`config.mk`:
```
export PLATFORM = sky130hd
export DESIGN_NAME = bresenham_line_rasterizer
export DESIGN_NICKNAME = d
export VERILOG_FILES = /design/src/hdl/blr_pkg.sv /design/src/hdl/blr_front.sv /design/src/hdl/blr_queue.sv /design/src/hdl/blr_back.sv /design/src/hdl/bresenham_line_rasterizer.sv
export SDC_FILE = /design/constraint.sdc
export NUM_CORES = 1
export LEC_CHECK = 0
export BUFFER_PORTS_ARGS = -buffer_cell sky130_fd_sc_hd__buf_2
export CAP_MARGIN = 30
export CORE_AREA = 4 4 281 145
export DETAILED_ROUTE_END_ITERATION = 16
export DIE_AREA = 0 0 285 149
export PLACE_DENSITY = 0.68
export SYNTH_ARGS = -nofsm -noshare
export SYNTH_HDL_FRONTEND = slang
export SYNTH_HIERARCHICAL = 1
export SYNTH_SLANG_ARGS = --single-unit
```
`constraint.sdc`:
```
create_clock -name clk -period 8.2 [get_ports clk]
set_input_delay 1.23 -clock clk [delete_from_list [all_inputs] [get_ports clk]]
set_output_delay 1.23 -clock clk [all_outputs]
set_load 0.05 [all_outputs]
```
`src/hdl/blr_pkg.sv`:
```
`timescale 1ns / 1ps
// Shared types, command codes and octant codes of the line rasterizer.
// No dependencies; blr_front, blr_back and the top level import this package.
package blr_pkg;

  // Command codes carried in the func field.
  localparam logic FUNC_START = 1'b0;
  localparam logic FUNC_STEP  = 1'b1;

  // Octant codes, octants one to eight.
  localparam logic [2:0] OCT_0 = 3'd0;
  localparam logic [2:0] OCT_1 = 3'd1;
  localparam logic [2:0] OCT_2 = 3'd2;
  localparam logic [2:0] OCT_3 = 3'd3;
  localparam logic [2:0] OCT_4 = 3'd4;
  localparam logic [2:0] OCT_5 = 3'd5;
  localparam logic [2:0] OCT_6 = 3'd6;
  localparam logic [2:0] OCT_7 = 3'd7;

  // Walk controls of one octant.
  typedef struct packed {
    logic x_major;       // x is the major axis
    logic x_dec;         // x moves toward smaller values
    logic y_dec;         // y moves toward smaller values
    logic straight_neg;  // straight move when the decision is negative
  } oct_ctrl_t;

  function automatic oct_ctrl_t oct_ctrl(input logic [2:0] oct);
    oct_ctrl_t c;
    case (oct)
      OCT_0:   c = '{x_major: 1'b1, x_dec: 1'b0, y_dec: 1'b0, straight_neg: 1'b1};
      OCT_1:   c = '{x_major: 1'b0, x_dec: 1'b0, y_dec: 1'b0, straight_neg: 1'b0};
      OCT_2:   c = '{x_major: 1'b0, x_dec: 1'b1, y_dec: 1'b0, straight_neg: 1'b1};
      OCT_3:   c = '{x_major: 1'b1, x_dec: 1'b1, y_dec: 1'b0, straight_neg: 1'b0};
      OCT_4:   c = '{x_major: 1'b1, x_dec: 1'b1, y_dec: 1'b1, straight_neg: 1'b1};
      OCT_5:   c = '{x_major: 1'b0, x_dec: 1'b1, y_dec: 1'b1, straight_neg: 1'b0};
      OCT_6:   c = '{x_major: 1'b0, x_dec: 1'b0, y_dec: 1'b1, straight_neg: 1'b1};
      default: c = '{x_major: 1'b1, x_dec: 1'b0, y_dec: 1'b1, straight_neg: 1'b0};
    endcase
    return c;
  endfunction

endpackage

```
`src/hdl/blr_front.sv`:
```
`timescale 1ns / 1ps
// Command front end: accepts commands, picks the octant of a new line and
// computes the decision variable and its increments. Depends on blr_pkg.
module blr_front import blr_pkg::*; #(
  parameter int COORD_BITS = 9
) (
  input  logic                                  cmd_valid,
  output logic                                  cmd_stall,
  input  logic                                  func,
  input  logic [COORD_BITS-1:0]                 start_x,
  input  logic [COORD_BITS-1:0]                 start_y,
  input  logic [COORD_BITS-1:0]                 end_x,
  input  logic [COORD_BITS-1:0]                 end_y,
  input  logic                                  queue_full,
  output logic                                  push,
  output logic [7*COORD_BITS+16-1:0]            push_data
);

  localparam int DW = COORD_BITS + 4;

  logic signed [DW-1:0] dx, dy, ax, ay, dx2, dy2;
  logic signed [DW-1:0] dec, inc_s, inc_d;
  logic [2:0]           oct;

  assign cmd_stall = queue_full;
  assign push      = cmd_valid && !queue_full;

  always_comb begin
    dx  = $signed({4'b0000, end_x}) - $signed({4'b0000, start_x});
    dy  = $signed({4'b0000, end_y}) - $signed({4'b0000, start_y});
    ax  = dx[DW-1] ? -dx : dx;
    ay  = dy[DW-1] ? -dy : dy;
    dx2 = dx <<< 1;
    dy2 = dy <<< 1;

    // Tie rules differ per quadrant; the order of the tests matters.
    if (!dy[DW-1] && !dx[DW-1]) begin
      oct = (ax >= ay) ? OCT_0 : OCT_1;
    end else if (!dx[DW-1]) begin
      oct = (ax > ay) ? OCT_7 : OCT_6;
    end else if (!dy[DW-1]) begin
      oct = (ax < ay) ? OCT_2 : OCT_3;
    end else begin
      oct = (ax > ay) ? OCT_4 : OCT_5;
    end

    case (oct)
      OCT_0: begin
        dec = dy2 - dx;  inc_s = dy2;  inc_d = dy2 - dx2;
      end
      OCT_1: begin
        dec = dy - dx2;  inc_s = -dx2; inc_d = dy2 - dx2;
      end
      OCT_2: begin
        dec = -dy - dx2; inc_s = -dx2; inc_d = -dy2 - dx2;
      end
      OCT_3: begin
        dec = -dy2 - dx; inc_s = -dy2; inc_d = -dy2 - dx2;
      end
      OCT_4: begin
        dec = -dy2 + dx; inc_s = -dy2; inc_d = -dy2 + dx2;
      end
      OCT_5: begin
        dec = -dy + dx2; inc_s = dx2;  inc_d = -dy2 + dx2;
      end
      OCT_6: begin
        dec = dy + dx2;  inc_s = dx2;  inc_d = dy2 + dx2;
      end
      default: begin
        dec = dy2 + dx;  inc_s = dy2;  inc_d = dy2 + dx2;
      end
    endcase
  end

  assign push_data = {func, start_x, start_y, end_x, end_y, oct, dec, inc_s, inc_d};

endmodule

```
`src/hdl/blr_queue.sv`:
```
`timescale 1ns / 1ps
// Two-entry queue between the command front end and the walk engine.
// Generic in width; no package dependencies.
module blr_queue #(
  parameter int WIDTH = 79
) (
  input  logic             clk,
  input  logic             rst,
  input  logic             push,
  input  logic [WIDTH-1:0] push_data,
  output logic             full,
  input  logic             pop,
  output logic             not_empty,
  output logic [WIDTH-1:0] pop_data
);

  logic [WIDTH-1:0] mem [2];
  logic             wr_ptr;
  logic             rd_ptr;
  logic [1:0]       count;

  assign full      = (count == 2'd2);
  assign not_empty = (count != 2'd0);
  assign pop_data  = mem[rd_ptr];

  always_ff @(posedge clk) begin
    if (push) begin
      mem[wr_ptr] <= push_data;
    end
  end

  always_ff @(posedge clk) begin
    if (rst) begin
      wr_ptr <= 1'b0;
      rd_ptr <= 1'b0;
      count  <= 2'd0;
    end else begin
      if (push) begin
        wr_ptr <= ~wr_ptr;
      end
      if (pop) begin
        rd_ptr <= ~rd_ptr;
      end
      case ({push, pop})
        2'b10:   count <= count + 2'd1;
        2'b01:   count <= count - 2'd1;
        default: count <= count;
      endcase
    end
  end

endmodule

```
`src/hdl/blr_back.sv`:
```
`timescale 1ns / 1ps
// Walk engine: holds the line in progress, takes queued commands and emits
// one pixel per step of an open line through a registered output. Depends on blr_pkg.
module blr_back import blr_pkg::*; #(
  parameter int COORD_BITS = 9
) (
  input  logic                          clk,
  input  logic                          rst,
  input  logic                          q_not_empty,
  input  logic [7*COORD_BITS+16-1:0]    q_data,
  output logic                          pop,
  output logic                          pix_valid,
  input  logic                          pix_stall,
  output logic [COORD_BITS-1:0]         pixel_x,
  output logic [COORD_BITS-1:0]         pixel_y,
  output logic                          last
);

  localparam int DW = COORD_BITS + 4;
  localparam int PW = COORD_BITS + 2;
  localparam logic signed [PW-1:0] ONE = PW'(1);

  logic                  e_func;
  logic [COORD_BITS-1:0] e_x0, e_y0, e_x1, e_y1;
  logic [2:0]            e_oct;
  logic signed [DW-1:0]  e_dec, e_inc_s, e_inc_d;

  // Line state.
  logic                  busy;
  logic signed [PW-1:0]  cur_x, cur_y;
  logic [COORD_BITS-1:0] target_x, target_y;
  logic signed [DW-1:0]  decision, inc_straight, inc_diagonal;
  logic [2:0]            octant;

  logic signed [PW-1:0]  cur_x_next, cur_y_next, tx, ty;
  logic signed [DW-1:0]  decision_next;
  oct_ctrl_t             ctrl;
  logic                  straight, out_free, do_step, do_start, at_end, okx, oky;

  assign {e_func, e_x0, e_y0, e_x1, e_y1, e_oct, e_dec, e_inc_s, e_inc_d} = q_data;

  assign out_free = !pix_valid || !pix_stall;
  // A start or an idle step never needs the output register.
  assign pop      = q_not_empty && ((e_func == FUNC_START) || !busy || out_free);
  assign do_start = pop && (e_func == FUNC_START);
  assign do_step  = pop && (e_func == FUNC_STEP) && busy;

  always_comb begin
    ctrl     = oct_ctrl(octant);
    straight = ctrl.straight_neg ? (decision < 0) : (decision > 0);
    decision_next = decision + (straight ? inc_straight : inc_diagonal);
    cur_x_next = cur_x;
    cur_y_next = cur_y;
    if (ctrl.x_major || !straight) begin
      cur_x_next = ctrl.x_dec ? cur_x - ONE : cur_x + ONE;
    end
    if (!ctrl.x_major || !straight) begin
      cur_y_next = ctrl.y_dec ? cur_y - ONE : cur_y + ONE;
    end
    tx     = $signed({2'b00, target_x});
    ty     = $signed({2'b00, target_y});
    okx    = ctrl.x_dec ? (cur_x_next >= tx) : (cur_x_next <= tx);
    oky    = ctrl.y_dec ? (cur_y_next >= ty) : (cur_y_next <= ty);
    at_end = !(okx && oky);
  end

  always_ff @(posedge clk) begin
    if (rst) begin
      busy      <= 1'b0;
      pix_valid <= 1'b0;
    end else begin
      if (do_start) begin
        busy <= 1'b1;
      end else if (do_step && at_end) begin
        busy <= 1'b0;
      end
      if (do_step) begin
        pix_valid <= 1'b1;
      end else if (!pix_stall) begin
        pix_valid <= 1'b0;
      end
    end
  end

  always_ff @(posedge clk) begin
    if (do_start) begin
      cur_x        <= $signed({2'b00, e_x0});
      cur_y        <= $signed({2'b00, e_y0});
      target_x     <= e_x1;
      target_y     <= e_y1;
      decision     <= e_dec;
      inc_straight <= e_inc_s;
      inc_diagonal <= e_inc_d;
      octant       <= e_oct;
    end else if (do_step) begin
      cur_x    <= cur_x_next;
      cur_y    <= cur_y_next;
      decision <= decision_next;
    end
    if (do_step) begin
      pixel_x <= cur_x[COORD_BITS-1:0];
      pixel_y <= cur_y[COORD_BITS-1:0];
      last    <= at_end;
    end
  end

endmodule

```
`src/hdl/bresenham_line_rasterizer.sv`:
```
`timescale 1ns / 1ps
// Eight-octant Bresenham line rasterizer. A start command (func = 0) loads the
// endpoints and gives no pixel; each step command (func = 1) gives the current
// pixel, with last set on the final one, and a step while no line is open
// gives nothing. The block takes one command per clock cycle while the output
// keeps up, and a step command's pixel passes through the queue and then the
// registered output of the walk engine; that rate is set by the walk engine
// updating its decision variable as it emits each pixel. A two-entry queue
// separates command intake from the walk engine.
// Depends on blr_pkg, blr_front, blr_queue and blr_back.
module bresenham_line_rasterizer import blr_pkg::*; #(
  parameter int COORD_BITS = 9
) (
  input  logic                  clk,
  input  logic                  rst,
  input  logic                  cmd_valid,
  output logic                  cmd_stall,
  input  logic                  func,
  input  logic [COORD_BITS-1:0] start_x,
  input  logic [COORD_BITS-1:0] start_y,
  input  logic [COORD_BITS-1:0] end_x,
  input  logic [COORD_BITS-1:0] end_y,
  output logic                  pix_valid,
  input  logic                  pix_stall,
  output logic [COORD_BITS-1:0] pixel_x,
  output logic [COORD_BITS-1:0] pixel_y,
  output logic                  last
);

  localparam int EW = 7 * COORD_BITS + 16;

  logic          push, pop, queue_full, q_not_empty;
  logic [EW-1:0] push_data, q_data;

  blr_front #(.COORD_BITS(COORD_BITS)) u_front (
    .cmd_valid (cmd_valid),
    .cmd_stall (cmd_stall),
    .func      (func),
    .start_x   (start_x),
    .start_y   (start_y),
    .end_x     (end_x),
    .end_y     (end_y),
    .queue_full(queue_full),
    .push      (push),
    .push_data (push_data)
  );

  blr_queue #(.WIDTH(EW)) u_queue (
    .clk      (clk),
    .rst      (rst),
    .push     (push),
    .push_data(push_data),
    .full     (queue_full),
    .pop      (pop),
    .not_empty(q_not_empty),
    .pop_data (q_data)
  );

  blr_back #(.COORD_BITS(COORD_BITS)) u_back (
    .clk        (clk),
    .rst        (rst),
    .q_not_empty(q_not_empty),
    .q_data     (q_data),
    .pop        (pop),
    .pix_valid  (pix_valid),
    .pix_stall  (pix_stall),
    .pixel_x    (pixel_x),
    .pixel_y    (pixel_y),
    .last       (last)
  );

endmodule

```
==> run_results.csv <==
group,metric,value,unit
status,status,"complete, no violations",
floorplanning,ios,62,
synth,ys_top_cells_by_count,"255 x edfxtp_1, 182 x ha_1, 144 x nor2_1",
setup_path,crit_path_start_kind,"primary input",
sta,finalCriticalPeriod,7.91,ns
layout,area_delta_synth_final,13.0,%
clocking,cts_tree,"yes",
placed_design,place_area,20500,µm²
synth,seq_area_frac_synth,41.6,%
pwr,p_per_area,451,nW/µm²
clocking,clk_pin_slew_worst_paths,0.08,ns
placed_design,dpl.hpwl,46.3,mm
synth,yosys.area.top_type,"edfxtp_1",
global_route,grt_start_max_net_pins,48,
setup_path,reg2reg_to,"u_back/decision[10]$_DFFE_PP_",
floorplanning,die_h,149,µm
setup_path,end_kind,"flip-flop",
layout,stdcell_count,2486,
synth,synthArstFlopShare,0,%
route,routedWlPerCell,24.0,µm
route,dr.pass1.iters,5,
route,via_per_inst,6.03,
setup_path,r2r_cells,14,
setup_path,arrival,8.28,ns
layout,postLayoutCellArea,21400,µm²
layout,drive_above_1_share,20.9,%
pwr,total_leakage_power,8.64,nW
sta,hold_viol,0,
global_route,antenna_found_initial,0,
route,drc_errors,0,
setup_path,critPathMostFrequentCell,"buf_4",
global_route,top_usage_layer,"met1",
layout,fillers,3349,
sta,tightest_slew,0.954,ns
synth,ys_ff_latch,266,
setup_path,critPathMaxStageDelay,0.40,ns
global_route,met3_usage,11.5,%
pwr,p_sw_share,45.1,%
setup_path,critPathKind,"in -> reg",
sta,rsz0062_at_grt,"yes",
placed_design,dp_slack,-0.485,ns
synth,yosysWarnings,6,
clocking,clock_path_buffers,3,
sta,holdWs,0.483,ns
sta,drv_slew,0,
worst_hold_path,worstHoldPathCells,2,
sta,setup_violations,0,
route,num_vias,15000,
sta,period_share,96.5,%
layout,multi_input_area,10200,µm²
route,initialDrtViolationCount,1900,
global_route,grt_remaining_overflow,0,
setup_path,timing.rr.start,"u_back/decision[8]$_DFFE_PP_",
pwr,power.share.clock,11.3,%
setup_path,r2r_setup_slack,3.18,ns
route,ant_nets,0,
synth,synth.top_cell.area_share,40.4,%
sta,timing.fmax,0.126,GHz
pwr,p_sw,0.00435,W
clocking,root_buffer,"clkbuf_16",
route,wl,59.7,mm
flow_run,max_cap_violations,0,
global_route,grt_pass1_wl,88.4,mm
pwr,p_comb_share,63.8,%
global_route,grtUsageTotal,27.5,%
pwr,ir_worst_vdd,232,µV
placed_design,port_buffers,61,
worst_hold_path,worstHoldStart,"u_back/pix_valid$_SDFFE_PP0P_",
clocking,clock_sinks,266,
clocking,h-tree-depth,1,
layout,regArea,7880,µm²
pwr,intPower,0.00529,W
layout,diodes,0,
sta,relSlewSlack,35.9,%
floorplanning,rows,51,
placed_design,place_inst,2439,
clocking,cts_hold_buffers,0,
synth,synth_top_cells_by_area,"edfxtp_1 40%, ha_1 12%, mux2_2 6.1%, xnor2_1 5.8%, a21oi_1 3.4%",
global_route,grt_pass1_vias,14000,
synth,syn_area_per_cell,10.5,µm²
floorplanning,core,38400,µm²
synth,syn-cell-area,18900,µm²
global_route,grt_util_met2,33.9,%
setup_path,cp_slowest_cell,"nor4_4",
layout,finish.net_count,2175,
sta,setup_ws,0.285,ns
worst_hold_path,worst_hold_path_type,"reg -> reg",
worst_hold_path,worstHoldEndpoint,"u_back/pix_valid$_SDFFE_PP0P_",
placed_design,routabilityCongestion,1.01,
synth,synthMostInstantiatedCell,"edfxtp_1",
synth,synth_flop_cell,"edfxtp_1",
pwr,p_seq_share,24.8,%
synth,synth_edf_count,255,
setup_path,required,8.56,ns
global_route,use_met1,44.6,%
setup_path,crit_fanout,3,
floorplanning,start_util,49.4,%
sta,clock-skew-final,0.0186,ns
clocking,clk_latency,0.55,ns
clocking,cts_buffers,24,
synth,netlist-cell-type-count,94,
synth,synthCells,1796,
floorplanning,die-area,42500,µm²
floorplanning,die_w,285,µm
cell families (layout without fill, tap and decap cells):
group | Yosys count | after routing | share of synthesized area [%]
adders and majority gates | 196 | 196 | 13.5
AOI/OAI and AO/OA | 417 | 417 | 14.5
xor gates and xnor gates | 159 | 159 | 7.55
other | 1 | 2 | 0.0198
muxes | 113 | 113 | 6.66
and+or+nand+nor | 433 | 433 | 10.9
buffers and inverters | 211 | 370 | 5.28
DFF | 266 | 266 | 41.6
registers in the layout (all words and copies together) (netlist names), named ones only:
register and flops:
u_back/cur_x 11, u_back/decision 13, u_back/pixel_y 9, u_back/target_x 9
u_queue/wr_ptr 1, u_back/busy 1, u_queue/rd_ptr 1, u_back/inc_diagonal 13
u_queue/mem 158, u_queue/count 2, u_back/pixel_x 9, u_back/last 1
u_back/cur_y 11, u_back/octant 3, u_back/target_y 9, u_back/inc_straight 13
u_back/pix_valid 1
routing by layer:
layer  up-vias  routed length [µm]  share of wire (%)
li1       6847                   -                  -
met2       841               21300                 36
met1      7247               29200                 49
met4         0                 554               0.93
met3        51                8690                 15
met5         -                   0                  0
power groups by stage:
| stage | logic (W) | clock network (W) | registers [W] |
|---|---|---|---|
| detailed placement | 0.00584 | 0 | 0.00242 |
| CTS | 0.00589 | 0.00111 | 0.00239 |
| global route | 0.00661 | 0.00118 | 0.00243 |
| floorplan | 0.00400 | 0 | 0.00236 |
| finish | 0.00615 | 0.00109 | 0.00239 |
| global placement | 0.00572 | 0 | 0.00240 |
cells in the final DEF, fill, tap and decap left out, types with 30 or more instances in the layout:
cell        n
nand2_1   110
xnor2_1   124
a21oi_1   126
o21ai_0    68
mux2_2    103
ha_1      182
buf_4     144
xor2_1     30
inv_1     110
nor3_1     37
edfxtp_1  255
buf_2      61
nor2_1    143
stage by stage:
stage	util [%]	setup TNS, ns	total power (W)
after CTS	55.4	0	0.00939
final	55.8	0	0.00964
after global placement	53.5	-0.988	0.00812
after global routing	55.8	-0.164	0.0102
after detailed placement	53.5	-2.32	0.00826
after floorplan	-	0	0.00636
timing repair:
item,4_1_cts,5_1_grt
buffers inserted,0,1
hold endpoints to repair,0,0
setup endpoints to repair,0,8
resized for setup,0,19
worst max-delay path, delay by kind of cell:
| family | cells | cell delay (ns) |
|---|---|---|
| AO/OA/AOI/OAI | 9 | 1.88 |
| XOR/XNOR | 3 | 0.41 |
| adder cells (fa/ha/maj) | 5 | 1.33 |
| buffers and inverters | 11 | 1.29 |
| AND/OR/NAND/NOR | 10 | 2.13 |
final cells by class:
type	count	share of cell area (%)
clock inverters	15	0.573
multi-input cells	1320	47.6
repair buffers	210	6.89
well taps	530	3.10
inverters	116	2.05
clock buffers	29	2.90
flip-flops and latches	266	36.9
how the worst max path moves through the flow:
stage / slack (ns) / to / startpoint / depth (start not counted)
6_report: 0.29 / u_queue/mem[0][35]$_DFFE_PP_ / end_y[0] / 38
5_1_grt: -0.05 / u_queue/mem[0][35]$_DFFE_PP_ / end_y[0] / 36
4_1_cts: 0.05 / u_queue/mem[1][38]$_DFFE_PP_ / end_y[0] / 32
3_5_place_dp: -0.48 / u_queue/mem[0][38]$_DFFE_PP_ / end_y[0] / 31
3_3_place_gp: -0.20 / u_queue/mem[0][35]$_DFFE_PP_ / end_y[0] / 37
2_1_floorplan: 0.03 / u_queue/mem[0][38]$_DFFE_PP_ / end_x[0] / 29
No activity file was read; power rests on OpenSTA's default activity.
